## src/rtl/ssh_ram.sv

```systemverilog
module ssh_ram #(
  parameter int DEPTH = 512,
  parameter int WIDTH = 8,
  parameter int AW    = $clog2(DEPTH)
) (
  input  logic             clk_i,
  input  logic             we_i,
  input  logic [AW-1:0]    waddr_i,
  input  logic [WIDTH-1:0] wdata_i,
  input  logic             re_i,
  input  logic [AW-1:0]    raddr_i,
  output logic [WIDTH-1:0] rdata_o
);

  logic [WIDTH-1:0] mem [DEPTH];
  logic [WIDTH-1:0] rdata_q;

  always_ff @(posedge clk_i) begin
    if (we_i) begin
      mem[waddr_i] <= wdata_i;
    end
  end

  always_ff @(posedge clk_i) begin
    if (re_i) begin
      rdata_q <= mem[raddr_i];
    end
  end

  assign rdata_o = rdata_q;

endmodule

```

## config.mk

```make
export PLATFORM = sky130hd
export DESIGN_NAME = ssh_ram
export DESIGN_NICKNAME = d
export VERILOG_FILES = /design/src/rtl/ssh_ram.sv
export SDC_FILE = /design/constraint.sdc
export NUM_CORES = 2
export LEC_CHECK = 0
export BUFFER_PORTS_ARGS = -buffer_cell sky130_fd_sc_hd__clkbuf_2
export CAP_MARGIN = 20
export CORE_MARGIN = 2
export CORE_UTILIZATION = 40
export CTS_CLUSTER_SIZE = 24
export DETAILED_ROUTE_END_ITERATION = 12
export PLACE_DENSITY = 0.58
export SYNTH_ARGS = -nofsm -noshare
export SYNTH_HDL_FRONTEND = slang
export SYNTH_SLANG_ARGS = --single-unit
export TNS_END_PERCENT = 30
```

## constraint.sdc

```tcl
create_clock -name clk_i -period 2.7 [get_ports clk_i]
set_input_delay 0.135 -clock clk_i [delete_from_list [all_inputs] [get_ports clk_i]]
set_output_delay 0.135 -clock clk_i [all_outputs]
set_load 0.01 [all_outputs]
```

Word-level counts from Yosys, hierarchy flattened
Memories as Yosys holds them, arrays and structs flattened. A register that Yosys moved wholly into a read port is not among the register bits.
Index checks and enable logic that the tools add are counted.

storage, ports and cells
  flip-flop bits (word level) = 0
  bits in writable memories = 4096
  bits of input ports = 29
  output and inout bits = 8
  word-level logic and storage cells = 3
  memories kept = 1

operators by class
  muxes and demuxes = 2

memories
  memory  words  width  read ports  clocked after memory_dff  wr ports  line  RTL
  mem     512    8      1           1                         1         15    logic [WIDTH-1:0] mem [DEPTH];

operator list
  operator  count
  $mux 1    2

Longest topological paths before layout
  depth in word-level cells = 2
  depth in mapped cells = 12
  gate-level depth less buffers = 7

Worst setup path before layout
OpenSTA, ideal clock, no wires.

  kind = input-to-reg
  start = in raddr_i[0]
  end = reg rdata_q[0], in the netlist rdata_o[0], read port of mem (data pin)
  setup time = 0.257 ns
  arrival = 1.989 ns
  data required time = 2.443 ns
  path slack = 0.454 ns
  stages on the path = 10
  path buffers = 4
  cells stage by stage = buf_4 buf_12 buf_12 buf_2 mux4_2 o21ai_0 nand3_1 nand4_1 o21ai_0 o2111a_1

RTL lines
  item                line  RTL
  start: declaration  11    input logic [AW-1:0] raddr_i,
  end: declaration    16    logic [WIDTH-1:0] rdata_q;

==> results.md <==
- Status: finished with violations
- Crit. End Element: register
- Violated checks: negative setup slack
- Initial Util: 0.4012
- Worst path arrival time: 3.57 ns
- Leakage: 63.06 nW
- Int Pwr: about 110 mW
- Post-DR wirelength/cell: 29.75 microns
- Clock skew: roughly 0.075 ns
- Layout Utilization: 0.4783
- Min Tclk post-route: 2.746 ns
- Die height: 636.5 microns
- Pwr dens: 703.9 nW/um^2
- Post-synth ARST share: 0
- RD Place Congestion: 0.8923
- EDFF count, synth: about 4100
- Area contributors post-synth: edfxtp_1 77%, mux4_2 9.2%, mux2i_1 5.0%
- Synthesis-stage register bit count: around 4100
- Fmax achieved: 0.3642 GHz
- Antenna viol nets, final: 0
- Peak VDD IR: 0.0005625 V
- Area growth syn-to-layout: 19.24%
- Ports: 37
- Final nets: 9423
- Sequential share of power: 0.523
- Final setup violation count: 2
- Tcrit/Tclk final: 1.017
- TritonCTS buffer count: 408
- DR vias: approximately 86000
- Crit-path max FO: 2
- Comb power frac: 0.056
- Fin. Hold Viols: 0
- Clk slew on worst S/H paths: 0.06 ns
- CTS Sinks: 4104
- Post-synthesis sequential area ratio: 0.7702
- Worst min path class: in -> reg
- Cell taking the most area after synthesis: edfxtp_1
- DP Worst Slack: -1.296 ns
- RSZ-0062 raised after global routing: yes
- TritonRoute pass-1 iters: 6
- Critical Path Max Stage Delay: 1.03 ns
- CTS tree: yes
- Total Wirelength: 446.8 mm
- Top cell type's share of synthesized area: 0.7702
- Startpoint Class: register
- Die extent in x: 636.5 microns
- Final HPWL DP: 291.9 mm
- Critical Path Most Common Cell: buf_4
- Yosys warns: 0
- Max clock buf depth: 4
- Busiest layer in global routing: met2
- Sw Ratio: 0.2160
- Die Footprint: 405100 sq um
- Initial antenna violation count: 16
- Vias in the first global route: 86650
- Num rows: between 200 and 250
- Hold WS: ~0.07 ns
- Worst endpoint required time: approximately 3.5 ns
- Synth cell types: 50
- Cells after Synth: 8030
- Global-route wire length before repair: 634.1 mm
- Drt drc: 0
- Iter 0 DRT Violations: 10250
- Largest net degree at the start of global routing: about 130
- Syn avg cell area: roughly 20 sq um
- Ys flop type: edfxtp_1
- Slowest cell on the critical path: o41ai_1
- Net Sw Power: 29.00 mW
- H-Tree Depth: 5
- Met1 GRT Util: 0.2978
- Grt met2 use: 0.3556
- Setup ws final: -0.04579 ns
- Crit-path cells: mux4_2, mux2i_1, buf_4, nor2_1, buf_4, nor3_1, o41ai_1, o2111a_1
- Slew Viols, Final: 0
- Seq. cell area: 123200 sq um
- Worst slew pin tran: between 1 and 1.5 ns
- Vias/cell: 5.736
- Core area: 398800 sq um
- IO buf count: 36
- Slew margin rel.: 0.2148
- Max-Cap Viols: 0
- Global router's overall resource usage: 0.2153
- Clock power share: 0.421
- Clock Latency Late Sink: 0.98 ns
- Clock root cell: clkbuf_16
- Layout cell share with drive strength beyond 1: 0.2846
- Kind of critical path: reg -> reg
- Fillers: about 33000
- M3 GR Usage: 0.02989
- Mapped Area: ~160000 sq um
- Mapped Nets: 8059
- Total Power: 134.3 mW
- Area of the multi-input gates: 34300 sq um
- GRT overflow: 0
area by class of cell:
class,instances,area share
flip-flops and latches,4104,0.6460
clock buffers,478,0.05545
inverters,3,0.00009837
clock inverters,280,0.01440
multi-input cells,3410,0.1798
well taps,5265,0.03453
repair buffers,1467,0.06969
diodes,9,0.0001180
kinds of logic (layout without fill, tap and decap cells):
family / Yosys count / in the layout / share of synthesized area
other: 0 / 9 / 0
AO/OA/AOI/OAI: 979 / 979 / 0.04311
multiplexers: 1451 / 1451 / 0.1419
flip-flops: 4104 / 4104 / 0.7702
AND/OR/NAND/NOR: 980 / 980 / 0.02630
buffers and inverters: 516 / 2228 / 0.01848
cells in the final DEF (no fill, tap or decap), types with 7 or more instances in the layout:
| cell | netlist | final |
|---|---|---|
| and2_1 | 20 | 19 |
| o21ai_0 | 118 | 115 |
| o22ai_1 | 163 | 163 |
| nor4_1 | 36 | 19 |
| clkinv_1 | 0 | 100 |
| a22oi_1 | 61 | 61 |
| mux4_2 | 654 | 654 |
| diode_2 | 0 | 9 |
| nand2_4 | 0 | 12 |
| o2111a_1 | 8 | 8 |
| nor3b_1 | 8 | 7 |
| clkinv_2 | 0 | 89 |
| dlygate4sd3_1 | 0 | 11 |
| clkbuf_16 | 0 | 413 |
| o31ai_1 | 13 | 13 |
| o221ai_1 | 371 | 361 |
| edfxtp_1 | 4104 | 4104 |
| nand2_1 | 111 | 97 |
| clkinvlp_4 | 0 | 18 |
| buf_12 | 5 | 179 |
| clkinv_8 | 0 | 7 |
| o221ai_2 | 1 | 11 |
| mux2i_1 | 797 | 794 |
| buf_4 | 70 | 1240 |
| inv_6 | 0 | 8 |
| nand4_1 | 32 | 32 |
| clkbuf_2 | 0 | 24 |
| bufinv_16 | 0 | 44 |
| clkbuf_1 | 265 | 65 |
| a211oi_1 | 17 | 17 |
| nand3_1 | 36 | 32 |
| nor2_1 | 597 | 594 |
| nor4_4 | 0 | 11 |
| buf_8 | 11 | 10 |
| nor3_1 | 109 | 108 |
| a21oi_1 | 194 | 193 |
final timing paths:
kind | start | end | slack [ns] | cells after the start
max | mem[445][2] | rdata_o[2] | -0.05 | 8
min | waddr_i[5] | mem[336][7] | 0.07 | 6
max reg2reg | mem[445][2] | rdata_o[2] | -0.05 | 8
min reg2reg | mem[335][4] | rdata_o[4] | 1.26 | 6
synthesized netlist by cell type, drive strengths merged (7+ instances only):
cell type	n
o31ai	13
o21ai	119
edfxtp	4104
clkbuf	265
o2111a	8
mux2i	797
a22oi	61
a21oi	194
and2	20
nor3b	8
o41ai	7
nand4	32
nor4	36
mux4	654
nor3	109
o221ai	372
buf	248
a211oi	17
nand2	111
nand3	36
nor2	597
o22ai	163
worst max-delay path, delay by kind of cell (launching register included):
family / cells / cell delay (ns)
flops: 1 / 0.32
simple gates: 2 / 0.29
buf+inv: 2 / 0.31
mux: 2 / 0.34
compound gates: 2 / 1.35
through the flow:
stage	instances	cell area (sq um)	setup TNS (ns)
finish	15020	190800	-0.04841
global route	15010	190800	-0.04676
CTS	15010	190600	-0.1830
detailed placement	14240	177000	-7.845
global placement	14230	177000	-9.913
floorplan	8030	160000	0
metal layers:
layer / share of wire / vias up / wire [microns]
met3: 0.072 / 613 / 32160
met5: 0.00010 / - / 46
met2: 0.49 / 3625 / 218100
met1: 0.41 / 45700 / 182400
li1: - / 36190 / -
met4: 0.031 / 6 / 14070
power by group through the flow:
| stage | combinational [mW] | clock [mW] | sequential [mW] |
|---|---|---|---|
| 2_1_floorplan | 3.34 | 0 | 71.6 |
| 3_3_place_gp | 7.37 | 0 | 71.5 |
| 3_5_place_dp | 7.49 | 0 | 71.5 |
| 4_1_cts | 7.54 | 57.4 | 70.2 |
| 5_1_grt | 7.85 | 59.8 | 70.2 |
| 6_report | 7.53 | 56.6 | 70.2 |
sequential cells by signal (all words and copies together), names as in the netlist:
signal and count:
rdata_o 8, mem 4096
timing repair:
action / CTS / global route
hold endpoints to repair: 2059 / 0
pin swaps: 3 / 14
hold buffers: 11 / 0
resized for setup: 22 / 28
cloned: 0 / 0
endpoints found under the setup margin: 7 / 6
setup buffers: 0 / 1
(Power assumes the default switching activity.)
