File: config.mk
export PLATFORM = sky130hd
export DESIGN_NAME = ssh_div
export DESIGN_NICKNAME = d
export VERILOG_FILES = /design/src/rtl/ssh_pkg.sv /design/src/rtl/ssh_div.sv
export SDC_FILE = /design/constraint.sdc
export NUM_CORES = 1
export LEC_CHECK = 0
export ABC_AREA = 1
export BUFFER_PORTS_ARGS = -buffer_cell sky130_fd_sc_hd__buf_2
export CORE_MARGIN = 2
export CORE_UTILIZATION = 50
export DETAILED_ROUTE_END_ITERATION = 10
export PLACE_DENSITY = 0.8
export SLEW_MARGIN = 20
export SYNTH_ARGS = -nofsm -noshare
export SYNTH_HDL_FRONTEND = slang
export SYNTH_SLANG_ARGS = --single-unit
File: constraint.sdc
create_clock -name clk_i -period 3.6 [get_ports clk_i]
set_input_delay 0.36 -clock clk_i [delete_from_list [all_inputs] [get_ports clk_i]]
set_output_delay 0.36 -clock clk_i [all_outputs]
set_load 0.02 [all_outputs]
File: src/rtl/ssh_pkg.sv
package ssh_pkg;

  localparam int MAX_SAMPLES = 512;
  localparam int HIST_BINS   = 32;

  localparam int KIND_W = 3;
  localparam int VAL_W  = 8;
  localparam int IDX_W  = 9;
  localparam int CNT_W  = 10;
  localparam int SUM_W  = 17;
  localparam int POS_W  = $clog2(MAX_SAMPLES);
  localparam int BIN_W  = $clog2(HIST_BINS);

  localparam int DIV_STEPS = SUM_W;
  localparam int DCNT_W    = $clog2(DIV_STEPS + 1);

  localparam logic [VAL_W-1:0] BASE_RESET = VAL_W'(10);
  localparam logic [VAL_W-1:0] MIN_RESET  = '1;

  typedef enum logic [KIND_W-1:0] {
    KIND_SAMPLE  = 3'd0,
    KIND_SUMMARY = 3'd1,
    KIND_BIN     = 3'd2,
    KIND_ELEMENT = 3'd3,
    KIND_CLEAR   = 3'd4
  } kind_e;

  typedef enum logic [2:0] {
    ST_OK    = 3'd0,
    ST_FULL  = 3'd1,
    ST_RANGE = 3'd2,
    ST_EMPTY = 3'd3,
    ST_INDEX = 3'd4
  } status_e;

  typedef enum logic [1:0] {
    S_IDLE,
    S_EXEC,
    S_DIV,
    S_RESP
  } state_e;

  typedef struct packed {
    logic              start;
    logic [SUM_W-1:0]  dividend;
    logic [CNT_W-1:0]  divisor;
  } div_req_t;

  typedef struct packed {
    logic              done;
    logic [VAL_W-1:0]  quotient;
  } div_rsp_t;

  typedef struct packed {
    status_e           status;
    logic [POS_W-1:0]  stored_position;
    logic [VAL_W-1:0]  element_value;
    logic              is_odd;
    logic              below_mean;
    logic [VAL_W-1:0]  mean_value;
    logic [VAL_W-1:0]  minimum;
    logic [VAL_W-1:0]  maximum;
    logic [CNT_W-1:0]  even_total;
    logic [CNT_W-1:0]  odd_total;
    logic [CNT_W-1:0]  sample_total;
    logic [CNT_W-1:0]  bin_count;
  } res_t;

endpackage

File: src/rtl/ssh_div.sv
module ssh_div (
  input  logic               clk_i,
  input  logic               rst_ni,
  input  ssh_pkg::div_req_t  req_i,
  output ssh_pkg::div_rsp_t  rsp_o
);
  import ssh_pkg::*;

  logic              busy_q, busy_d;
  logic [DCNT_W-1:0] cnt_q, cnt_d;
  logic [SUM_W-1:0]  quo_q, quo_d;
  logic [CNT_W-1:0]  rem_q, rem_d;
  logic [CNT_W-1:0]  dvs_q, dvs_d;
  logic [CNT_W:0]    trial;
  logic              fits;

  assign trial = {rem_q, quo_q[SUM_W-1]};
  assign fits  = trial >= {1'b0, dvs_q};

  always_comb begin
    busy_d = busy_q;
    cnt_d  = cnt_q;
    quo_d  = quo_q;
    rem_d  = rem_q;
    dvs_d  = dvs_q;
    if (req_i.start) begin
      busy_d = 1'b1;
      cnt_d  = DCNT_W'(DIV_STEPS);
      quo_d  = req_i.dividend;
      rem_d  = '0;
      dvs_d  = req_i.divisor;
    end else if (busy_q && (cnt_q != '0)) begin
      // shift in one dividend bit, subtract when the divisor fits
      cnt_d = cnt_q - DCNT_W'(1);
      if (fits) begin
        rem_d = CNT_W'(trial - {1'b0, dvs_q});
        quo_d = {quo_q[SUM_W-2:0], 1'b1};
      end else begin
        rem_d = trial[CNT_W-1:0];
        quo_d = {quo_q[SUM_W-2:0], 1'b0};
      end
    end else if (busy_q) begin
      busy_d = 1'b0;
    end
  end

  always_ff @(posedge clk_i or negedge rst_ni) begin
    if (!rst_ni) begin
      busy_q <= 1'b0;
      cnt_q  <= '0;
    end else begin
      busy_q <= busy_d;
      cnt_q  <= cnt_d;
    end
  end

  always_ff @(posedge clk_i) begin
    quo_q <= quo_d;
    rem_q <= rem_d;
    dvs_q <= dvs_d;
  end

  assign rsp_o.done     = busy_q && (cnt_q == '0);
  assign rsp_o.quotient = quo_q[VAL_W-1:0];

endmodule

-- Word level (Yosys, flattened, before mapping)
Cells that the tools add are included.
W data, S select, Z words.
- $add $sub $neg: 2
- multipliers: 0
- div/mod/pow operators: 0
- order comparisons: 1
- equal/unequal tests: 1
- shifts and indexed selects: 0
- multiplexer cells: 8
- bitwise operators: 0
- reductions and logical operators: 5
- operators by type and width (operator ; count):
    $mux W17 ; 2
    $ge A11 B10 Y1 ; 1
    $mux W10 ; 1
    $mux W5 ; 2
    $sub A10 B10 Y10 ; 1
    $logic_not A5 Y1 ; 1
    $reduce_bool A5 Y1 ; 1
    $sub A5 B1 Y5 const B ; 1
    $mux W1 ; 3
    $logic_and A1 B1 Y1 ; 2
    $ne A2 B2 Y1 const B ; 1
    $reduce_bool A2 Y1 ; 1
- register bits: 43
- bits in latches: 0
- RAM bits: 0
- ROM bits: 0
- input port bits: 30
- output and inout bits: 9
- logic and storage cells: 22
- memories: 0

-- Depth between registers and ports, before layout
Gate-level depths: netlist of the first run.
- depth after elaboration: 4
- depth in mapped cells: 13
- mapped depth without buffers: 13

-- Least setup slack after synthesis of the first run
No wires, ideal clock.
- kind: register to register
- start: register cnt_q[0]
- end: register rem_q[1]
- arrival: 1631 ps
- data required time: 3483 ps
- setup slack: 1852 ps
- cell stages (with the launch flop): 9
- cells stage by stage: dfrtp_1 > inv_1 > ha_1 > nand3_1 > nand2_1 > nand2_1 > inv_1 > nand2_1 > o21ai_1
- word-level cells in the longest chain between the ends: 2
- RTL lines (element ; line ; text):
    start, declared ; ssh_div.sv:10 ; logic [DCNT_W-1:0] cnt_q, cnt_d;
    start signal, assigned ; ssh_div.sv:53 ; cnt_q <= cnt_d;
    $reduce_bool A5 Y1 ; ssh_div.sv:32 ; end else if (busy_q && (cnt_q != '0)) begin
    $logic_and A1 B1 Y1 ; ssh_div.sv:32 ;
    end signal, assigned ; ssh_div.sv:59 ; rem_q <= rem_d;
    end, declared ; ssh_div.sv:12 ; logic [CNT_W-1:0] rem_q, rem_d;
No other way between the ends.
A chain may end at the register's enable or synchronous reset.

-- Worst setup path after layout of the first run
- start: register dvs_q[5]
- end: register rem_q[3]
- word-level cells in the longest chain between the ends: 2
- RTL lines (element ; line ; text):
    start, declared ; ssh_div.sv:13 ; logic [CNT_W-1:0] dvs_q, dvs_d;
    start signal, assigned ; ssh_div.sv:60 ; dvs_q <= dvs_d;
    $ge A11 B10 Y1 ; ssh_div.sv:18 ; assign fits = trial >= {1'b0, dvs_q};
    $mux W10 ; ssh_div.sv:35 ; if (fits) begin
No other way between the ends.

==> results of run 1 <==
-- critical path: stages, from the launching register on --
cell and delay, ns:
edfxtp_1 0.34, inv_1 0.04, ha_1 0.34, nand2_1 0.14, nor2_2 0.06, inv_2 0.05
nor2_2 0.04, nor2_2 0.53, nand2_2 0.25, nand2_1 0.11, nand3_1 0.07, o21ai_1 0.12
-- state kept, by name, summed over array words and instances (netlist names) --
signal,count
dvs_q,10
rem_q,10
busy_q,1
cnt_q,5
quo_q,17
-- per-stage QoR --
step | hold WS [ns] | std cells | setup slack [ns] | total power (uW)
after floorplan | 0.0644 | 307 | 1.85 | 1670
after global placement | 0.192 | 399 | 1.52 | 1830
after detailed placement | 0.194 | 399 | 1.47 | 1860
after CTS | 0.222 | 408 | 1.45 | 2240
after global routing | 0.215 | 408 | 1.24 | 2420
final | 0.226 | 408 | 1.43 | 2230
-- cell type report --
cell class,count,area (um2)
clock buffers,5,68.8
well taps,67,83.8
multi-input cells,206,1060
repair buffers,41,215
flip-flops and latches,43,1160
fillers,420,1960
clock inverters,3,42.5
inverters,43,161
-- cells in the mapped netlist (all sizes together) --
master,instances
nand2,123
inv,42
edfxtp,27
nand3,22
nor2,16
buf,12
ha,12
dfxtp,10
o21ai,9
a21oi,8
dfrtp,6
nand3b,6
clkbuf,3
nand4,2
xnor2,2
a31oi,1
clkinv,1
fa,1
nor3,1
o22ai,1
or2,1
xor2,1
-- how the worst min path moves through the flow --
| stage | endpoint | slack, ns |
|---|---|---|
| CTS | dvs_q[5]$_DFFE_PP_ | 0.22 |
| floorplan | busy_q$_DFFE_PN0P_ | 0.06 |
| detailed placement | cnt_q[2]$_DFFE_PN0P_ | 0.19 |
| global placement | cnt_q[3]$_DFFE_PN0P_ | 0.19 |
| finish | dvs_q[5]$_DFFE_PP_ | 0.23 |
| global route | dvs_q[0]$_DFFE_PP_ | 0.21 |
-- power by group through the flow --
| stage | registers [uW] | clock network [uW] | logic (uW) |
|---|---|---|---|
| after floorplan | 765 | 0 | 906 |
| final | 792 | 381 | 1060 |
| after CTS | 793 | 389 | 1060 |
| after detailed placement | 800 | 0 | 1060 |
| after global placement | 796 | 0 | 1030 |
| after global routing | 808 | 413 | 1200 |
-- cell families after synthesis --
kind of cell | count (synthesis) | synth area share [%]
compound gates | 19 | 4.23
flops | 43 | 46.7
xor+xnor | 3 | 1.06
simple gates | 171 | 30.5
fa+ha+maj | 13 | 6.84
buf+inv | 58 | 10.7
-- metal layers --
layer | vias to the layer above | GRT usage (%)
met5 | - | 0
met4 | 0 | 5.95
met3 | 11 | 4.88
met2 | 49 | 31.5
met1 | 911 | 22.3
li1 | 1027 | -
==> flow_summary.json, run 1 <==
{
  "status": "complete, no violations",
  "combinationalPowerShare_pct": 47.5,
  "clockBufferDepth": 2,
  "r2r_cells": 11,
  "coreArea_um2": 4750,
  "final.setup_skew_ns": 0.00822,
  "cts_hold_buf": 1,
  "htreeDepth": 2,
  "yosys_warnings": 0,
  "cts.sinks": 43,
  "synthesis.nets": 350,
  "worstHoldStart": "req_i[5]",
  "synthDominantCellAreaShare_pct": 32.6,
  "routed_wl_um": 4720,
  "p_leak_uw": 0.00147,
  "synthCells": 307,
  "p_per_area_nw_per_um2": 800,
  "ys_ff_latch": 43,
  "syn_area_um2": 2490,
  "port_buffers": 38,
  "critPathCaptureType": "register",
  "cts_buffers": 5,
  "dpl_cell_area_um2": 2670,
  "routed-via-count": 1998,
  "min_period_ns": 2.17,
  "swShare_pct": 41.5,
  "hold_depth": 1,
  "dieArea_um2": 5550,
  "first_pass_iters": 4,
  "track_usage_pct": 18.3,
  "routabilityCongestion": 0.904,
  "post-route-util_pct": 58.8,
  "drive_gt1_share_pct": 20.2,
  "critPathLaunch": "dvs_q[5]$_DFFE_PP_",
  "start_util_pct": 52.3,
  "crit_type": "reg -> reg",
  "ir_drop_mv": 0.368,
  "layout_commonest_cell": "nand2_1",
  "setup-violations-final": 0,
  "stdcell_area_um2": 2790,
  "dp_hpwl_um": 3520,
  "met3_length_um": 198,
  "die_h_um": 74.5,
  "cts_resized": 0,
  "io_pins": 39,
  "wl_per_cell_um": 11.6,
  "met2_length_um": 2340,
  "wl_met1_um": 2090,
  "die_w_um": 74.5,
  "cts_tree": "yes",
  "final_cell_mix": "nand2_1, inv_1, buf_2",
  "tightest_slew_ns": 0.868,
  "antenna_found_initial": 0,
  "clock_latency_ns": 0.30,
  "grt_pass1_wl_um": 7670,
  "drc": 0,
  "overflow": 0,
  "highest_layer": "met4",
  "clk_pin_slew_ns": 0.09,
  "clock_power_share_pct": 17.0,
  "r2r_end": "rem_q[3]$_SDFFE_PP0P_",
  "crit_end": "rem_q[3]$_SDFFE_PP0P_",
  "antenna_left": 0,
  "hold_viol_final": 0,
  "worstPathMaxFanout": 13,
  "slew_headroom_pct": 41.9,
  "num_rows": 25,
  "drtIter0Drc": 115,
  "switchingPower_uw": 928,
  "arrival_ns": 2.40,
  "critPathLaunchType": "register",
  "layout.nets": 383,
  "root_buffer": "clkbuf_8",
  "ys_seq_area_share_pct": 46.7,
  "seq_power_share_pct": 35.5,
  "cp.required_ns": 3.83,
  "area_delta_synth_final_pct": 12.3,
  "max_cap_violations": 0,
  "post_synth_num_cell_types": 31,
  "post_cts_buffers": 0,
  "fin_crit_sh_pct": 60.3,
  "drt-vias-per-instance": 4.90,
  "synth_top_area_cell": "edfxtp_1",
  "hold_class": "in -> reg",
  "syn_avg_cell_area_um2": 8.10,
  "drv_slew": 0,
  "regToRegSetupSlack_ns": 1.43,
  "r2r-start": "dvs_q[5]$_DFFE_PP_",
  "antennaDiodeCount": 0,
  "grt_max_degree": 30,
  "fmax_ghz": 0.461,
  "rsz0062_at_grt": "false",
  "setup_tns_ns": 0,
  "grt_pass1_vias": 1811,
  "yosys-top-cells-area": "edfxtp_1, nand2_1, dfxtp_1",
  "p_int_uw": 1310
}
No activity file was read; power rests on OpenSTA's default activity.
==> run 2: changes to the inputs <==
--- a/config.mk
+++ b/config.mk
@@ -5,12 +5,12 @@
 export SDC_FILE = /design/constraint.sdc
 export NUM_CORES = 1
 export LEC_CHECK = 0
-export ABC_AREA = 1
+export ABC_AREA = 0
 export BUFFER_PORTS_ARGS = -buffer_cell sky130_fd_sc_hd__buf_2
 export CORE_MARGIN = 2
 export CORE_UTILIZATION = 50
 export DETAILED_ROUTE_END_ITERATION = 10
-export PLACE_DENSITY = 0.8
+export PLACE_DENSITY = 0.83
 export SLEW_MARGIN = 20
 export SYNTH_ARGS = -nofsm -noshare
 export SYNTH_HDL_FRONTEND = slang
==> constraint.sdc (replaced) <==
create_clock -name clk_i -period 1.8 [get_ports clk_i]
set_input_delay 0.18 -clock clk_i [delete_from_list [all_inputs] [get_ports clk_i]]
set_output_delay 0.18 -clock clk_i [all_outputs]
set_load 0.02 [all_outputs]
==> flow_summary.json, run 2 <==
{
  "antenna_found_initial": 0,
  "r2r_end": "rem_q[8]$_SDFFE_PP0P_",
  "routed-via-count": 1853,
  "slowest_delay_ns": 0.37,
  "syn_avg_cell_area_um2": 11.3,
  "final.setup_skew_ns": 0.00402,
  "drc": 0,
  "p_leak_uw": 0.00138,
  "switchingPower_uw": 1860,
  "dieArea_um2": 5340,
  "crit_type": "reg -> reg",
  "worstPathMaxFanout": 6,
  "synth_edf_count": 27,
  "antenna_left": 0,
  "min_period_ns": 2.05,
  "cp.required_ns": 2.01,
  "die_w_um": 73.1,
  "grt_max_degree": 27,
  "grt_pass1_wl_um": 8580,
  "grt_pass1_vias": 1878,
  "coreArea_um2": 4660,
  "r2r-start": "dvs_q[3]$_DFFE_PP_",
  "dp.cells": 323,
  "top_register": "quo_q",
  "crit_chain": "inv_1 > ha_1 > nand4_1 > o31ai_4 > or2b_4 > a21o_4 > buf_6 > mux2i_1 > a211oi_1",
  "setup_ws_ns": -0.252,
  "final_cell_mix": "buf_4, buf_2, edfxtp_1",
  "area_delta_synth_final_pct": 36.1,
  "max_cap_violations": 0,
  "drv_slew": 0,
  "cts.sinks": 43,
  "synth_async_sr_flop_share_pct": 14.0,
  "drtIter0Drc": 147,
  "track_usage_pct": 21.6,
  "largest_reg_flops": 17,
  "seq_power_share_pct": 29.7,
  "ys_seq_area_share_pct": 48.6,
  "regToRegSetupSlack_ns": -0.25,
  "p_int_uw": 3360,
  "clock_latency_ns": 0.31,
  "synthCells": 211,
  "clk_pin_slew_ns": 0.08,
  "drt-vias-per-instance": 5.43,
  "post_synth_num_cell_types": 45,
  "synth_top_area_cell": "edfxtp_1",
  "arrival_ns": 2.26,
  "cts_buffers": 5,
  "io_pins": 39,
  "critPathLaunch": "dvs_q[3]$_DFFE_PP_",
  "critPathLaunchType": "register",
  "hold_class": "in -> reg",
  "critPathSlowestCell": "edfxtp_1",
  "hold_viol_final": 0,
  "synth.most_common_cell": "edfxtp_1",
  "die_h_um": 73.1,
  "layout.nets": 329,
  "reg_top3": "quo_q: 17 flops, dvs_q: 10 flops, rem_q: 10 flops",
  "start_util_pct": 51.2,
  "failed_checks": "setup timing",
  "hold_ws_ns": 0.0419,
  "cts_tree": "yes",
  "slew_headroom_pct": 80.5,
  "fin_crit_sh_pct": 114,
  "htreeDepth": 2,
  "layout_commonest_cell": "buf_4",
  "swShare_pct": 35.7,
  "p_per_area_nw_per_um2": 1610,
  "ys_ff_latch": 43,
  "yosys-top-cells-area": "edfxtp_1, dfxtp_1, mux2_2",
  "routabilityCongestion": 0.837,
  "clockBufferDepth": 2,
  "setup_tns_ns": -1.81,
  "drive_gt1_share_pct": 51.2,
  "fillers": 306,
  "fin_cells": 341,
  "combinationalPowerShare_pct": 53.1,
  "routed_wl_um": 5650,
  "num_rows": 25,
  "overflow": 0,
  "dp_hpwl_um": 3770,
  "pre_cts_ws_ns": -0.306,
  "crit_end": "rem_q[8]$_SDFFE_PP0P_",
  "syn_area_um2": 2390,
  "antennaDiodeCount": 0,
  "critPathCaptureType": "register",
  "yosys_warnings": 0,
  "synth_common_cells": "edfxtp_1, mux2_2, inv_1, nor2_1, ha_1",
  "first_pass_iters": 4,
  "synthesis.nets": 254,
  "rsz0062_at_grt": "true",
  "status": "finished, violations left",
  "setup-violations-final": 11,
  "synthDominantCellAreaShare_pct": 34.0,
  "root_buffer": "clkbuf_8",
  "dominantRegCellSynth": "edfxtp_1",
  "clock_power_share_pct": 17.2,
  "port_buffers": 38,
  "r2r_cells": 9,
  "ir_drop_mv": 0.804,
  "tightest_slew_ns": 0.289,
  "fmax_ghz": 0.487,
  "wl_per_cell_um": 16.6
}
run 2: cell types whose count changed after synthesis, sizes merged, moves of 3 or more:
cell    before  now
inv         42   16
and2         0    5
a211oi       0    7
clkbuf       3    6
nand2      123   11
mux2i        0    6
mux2         0   17
nand3       22    4
nand3b       6    1
xnor2        2    5
nand2b       0    4
run 2: worst max-delay path, delay by kind of cell, from the launching register on:
kind / cells / cell delay [ns]
AOI/OAI and AO/OA: 3 / 0.58
and+or+nand+nor: 2 / 0.45
DFF: 1 / 0.37
adders and majority gates: 1 / 0.25
buffers and inverters: 2 / 0.21
muxes: 1 / 0.12
run 2: worst min path at each step:
| stage | cells after the start | start | endpoint |
|---|---|---|---|
| global placement | 1 | rst_ni | cnt_q[4]$_DFFE_PN0P_ |
| global route | 1 | req_i[3] | dvs_q[3]$_DFFE_PP_ |
| floorplan | 0 | rst_ni | busy_q$_DFFE_PN0P_ |
| finish | 1 | req_i[3] | dvs_q[3]$_DFFE_PP_ |
| detailed placement | 1 | rst_ni | cnt_q[2]$_DFFE_PN0P_ |
| CTS | 1 | req_i[2] | dvs_q[2]$_DFFE_PP_ |
run 2: timing repair:
action,4_1_cts,5_1_grt
pin swaps,9,10
hold buffers,1,0
endpoints found under the setup margin,32,31
endpoints found under the hold margin,6,0
gates resized for setup,17,29
buffers inserted,2,7
run 2: kinds of logic (layout without fill, tap and decap cells):
kind of cell / count (synthesis) / count (layout) / share of synthesized area, %
adders and majority gates: 13 / 13 / 7.13
DFF: 43 / 43 / 48.6
AOI/OAI and AO/OA: 39 / 39 / 11.7
muxes: 23 / 23 / 10.5
buffers and inverters: 34 / 110 / 7.97
and+or+nand+nor: 51 / 51 / 11.1
xor gates and xnor gates: 8 / 8 / 2.94
run 2: per-layer routing:
layer  GRT usage (%)  up-vias  part of all wire, %
li1                -      902                    -
met1            24.7      894                   43
met2            37.0       45                   52
met3            4.83       12                  3.1
met4            11.9        0                  2.3
met5               0        -                    0
run 2: cell type report:
type                    instances  area (um2)  share of cell area [%]
flip-flops and latches         43        1160                    35.7
repair buffers                 86         577                    17.8
well taps                      54        67.6                    2.08
inverters                      16        62.6                    1.93
clock inverters                 2        60.1                    1.85
multi-input cells             134        1250                    38.4
clock buffers                   6        72.6                    2.23
run 2: stage by stage:
step | instance area, um2 | utilization (%) | total power [uW]
2_1_floorplan | 2400 | - | 3000
5_1_grt | 3250 | 69.7 | 5490
4_1_cts | 3090 | 66.2 | 4810
3_3_place_gp | 2820 | 60.6 | 3610
3_5_place_dp | 2820 | 60.6 | 3700
6_report | 3250 | 69.7 | 5230
run 2: power groups by stage:
| stage | sequential [uW] | clock, uW | combinational [uW] |
|---|---|---|---|
| after global routing | 1580 | 942 | 2960 |
| after detailed placement | 1510 | 0 | 2180 |
| after global placement | 1500 | 0 | 2110 |
| after CTS | 1520 | 908 | 2380 |
| final | 1550 | 902 | 2780 |
| after floorplan | 1500 | 0 | 1500 |
==> run 3: changes to the inputs <==
--- a/config.mk
+++ b/config.mk
@@ -9,6 +9,7 @@
 export BUFFER_PORTS_ARGS = -buffer_cell sky130_fd_sc_hd__buf_2
 export CORE_MARGIN = 2
 export CORE_UTILIZATION = 50
+export CTS_BUF_LIST = sky130_fd_sc_hd__clkbuf_8
 export DETAILED_ROUTE_END_ITERATION = 10
 export PLACE_DENSITY = 0.83
 export SLEW_MARGIN = 20
==> flow_summary.json, run 3 (synthesis results as in run 2) <==
{
  "status": "finished, violations left",
  "cp.required_ns": 2.05,
  "dp_hpwl_um": 3770,
  "num_rows": 25,
  "first_pass_iters": 4,
  "layout.nets": 330,
  "io_pins": 39,
  "critPathCaptureType": "register",
  "die_h_um": 73.1,
  "worstHoldStart": "req_i[3]",
  "grt_pass1_vias": 1899,
  "max_cap_violations": 0,
  "final.setup_skew_ns": 0.00662,
  "grt_pass1_wl_um": 8720,
  "clock_latency_ns": 0.31,
  "min_period_ns": 2.03,
  "antenna_left": 0,
  "r2r_cells": 10,
  "port_buffers": 38,
  "antenna_found_initial": 0,
  "drt-vias-per-instance": 5.51,
  "drtIter0Drc": 101,
  "cts_tree": "yes",
  "drc": 0,
  "start_util_pct": 51.2,
  "layout_commonest_cell": "buf_4",
  "drive_gt1_share_pct": 51.7,
  "p_per_area_nw_per_um2": 1600,
  "area_delta_synth_final_pct": 36.1,
  "coreArea_um2": 4660,
  "crit_type": "reg -> reg",
  "fmax_ghz": 0.494,
  "slowest_delay_ns": 0.47,
  "tightest_slew_ns": 0.289,
  "r2r_end": "rem_q[0]$_SDFFE_PP0P_",
  "power.total_uw": 5210,
  "regToRegSetupSlack_ns": -0.23,
  "setup_tns_ns": -1.62,
  "stdcell_area_um2": 3250,
  "crit_chain": "inv_1 > ha_1 > buf_4 > nand2_1 > a211o_1 > nand2_2 > buf_4 > a21oi_1 > or4_1 > nand3_1",
  "cpMostUsedCell": "buf_4",
  "track_usage_pct": 22.0,
  "reg_top3": "quo_q: 17 flops, dvs_q: 10 flops, rem_q: 10 flops",
  "cts.sinks": 43,
  "rsz0062_at_grt": "true",
  "arrival_ns": 2.28,
  "antennaDiodeCount": 0,
  "fin_crit_sh_pct": 113,
  "worstPathMaxFanout": 3,
  "ir_drop_mv": 0.787,
  "hold_path_end": "dvs_q[3]$_DFFE_PP_",
  "hold_class": "in -> reg",
  "dieArea_um2": 5340,
  "final_cell_mix": "buf_4, buf_2, edfxtp_1",
  "largest_reg_flops": 17,
  "overflow": 0,
  "failed_checks": "setup timing",
  "die_w_um": 73.1,
  "hold_viol_final": 0,
  "fin_cells": 342,
  "critPathSlowestCell": "or4_1",
  "drv_slew": 0,
  "dpl_cell_area_um2": 2820,
  "wl_per_cell_um": 16.5,
  "p_leak_uw": 0.00139,
  "clk_pin_slew_ns": 0.08,
  "setup_ws_ns": -0.225,
  "routed-via-count": 1884,
  "cts_buffers": 5,
  "routabilityCongestion": 0.837,
  "root_buffer": "clkbuf_8",
  "top_register": "quo_q",
  "clockBufferDepth": 2,
  "hold_depth": 1,
  "slew_headroom_pct": 80.5,
  "setup-violations-final": 11,
  "grt_max_degree": 27,
  "routed_wl_um": 5640,
  "dp.cells": 323,
  "pre_cts_ws_ns": -0.306,
  "r2r-start": "dvs_q[3]$_DFFE_PP_",
  "htreeDepth": 2,
  "critPathLaunchType": "register"
}
## run 3: changes by cell type in the layout (fill, tap and decap cells not counted), sizes merged
cell,delta
buf,+1
clkbuf,-1
inv,+1
## run 3: final cells by class
type,count,area (um2)
Clock inverter,3,63.8
Inverter,16,62.6
Sequential cell,43,1160
Timing Repair Buffer,87,588
Tap cell,54,67.6
Multi-Input combinational cell,134,1240
Clock buffer,5,68.8
Fill cell,302,1410
## run 3: routing by layer
layer | global-route usage [%] | share of wire, % | wire length [um] | vias to the layer above
li1 | - | - | - | 897
met1 | 25.7 | 41 | 2300 | 925
met2 | 37.5 | 53 | 2960 | 48
met3 | 4.97 | 4.4 | 250 | 14
met4 | 11.5 | 2.3 | 129 | 0
met5 | 0 | 0 | 0 | -
## run 3: metrics by stage
| stage | hold slack (ns) | util (%) |
|---|---|---|
| CTS | 0.0404 | 66.5 |
| global placement | 0.0117 | 60.6 |
| floorplan | -0.116 | - |
| finish | 0.0457 | 69.7 |
| global route | 0.0345 | 69.7 |
| detailed placement | 0.0144 | 60.6 |
## run 3: timing repair
item                                    in CTS  in global routing
hold buffers                                 1                  0
cloned                                       0                  0
hold endpoints to repair                     6                  0
buffers inserted                             2                  8
endpoints found under the setup margin      32                 31
gates resized for setup                     20                 27
pin swaps                                    7                 14
## run 3: power breakdown
part / internal [uW] / switching [uW] / total, uW
registers: 1350 / 197 / 1550
logic: 1470 / 1310 / 2780
clock network: 549 / 336 / 885
## run 3: how the worst max path moves through the flow
stage                        startpoint                    end  slack (ns)
floorplan            dvs_q[5]$_DFFE_PP_     quo_q[0]$_DFFE_PP_       -0.19
global placement     dvs_q[5]$_DFFE_PP_  rem_q[0]$_SDFFE_PP0P_       -0.23
detailed placement   dvs_q[5]$_DFFE_PP_  rem_q[0]$_SDFFE_PP0P_       -0.31
CTS                 quo_q[16]$_DFFE_PP_  rem_q[8]$_SDFFE_PP0P_       -0.21
global route         dvs_q[3]$_DFFE_PP_  rem_q[1]$_SDFFE_PP0P_       -0.33
finish               dvs_q[3]$_DFFE_PP_  rem_q[0]$_SDFFE_PP0P_       -0.23
## run 3: critical path: cells and delay by family, from the launching register on
kind / cells / cell delay, ns
adders and majority gates: 1 / 0.30
and+or+nand+nor: 4 / 0.71
AOI/OAI and AO/OA: 2 / 0.33
buffers and inverters: 3 / 0.30
DFF: 1 / 0.33
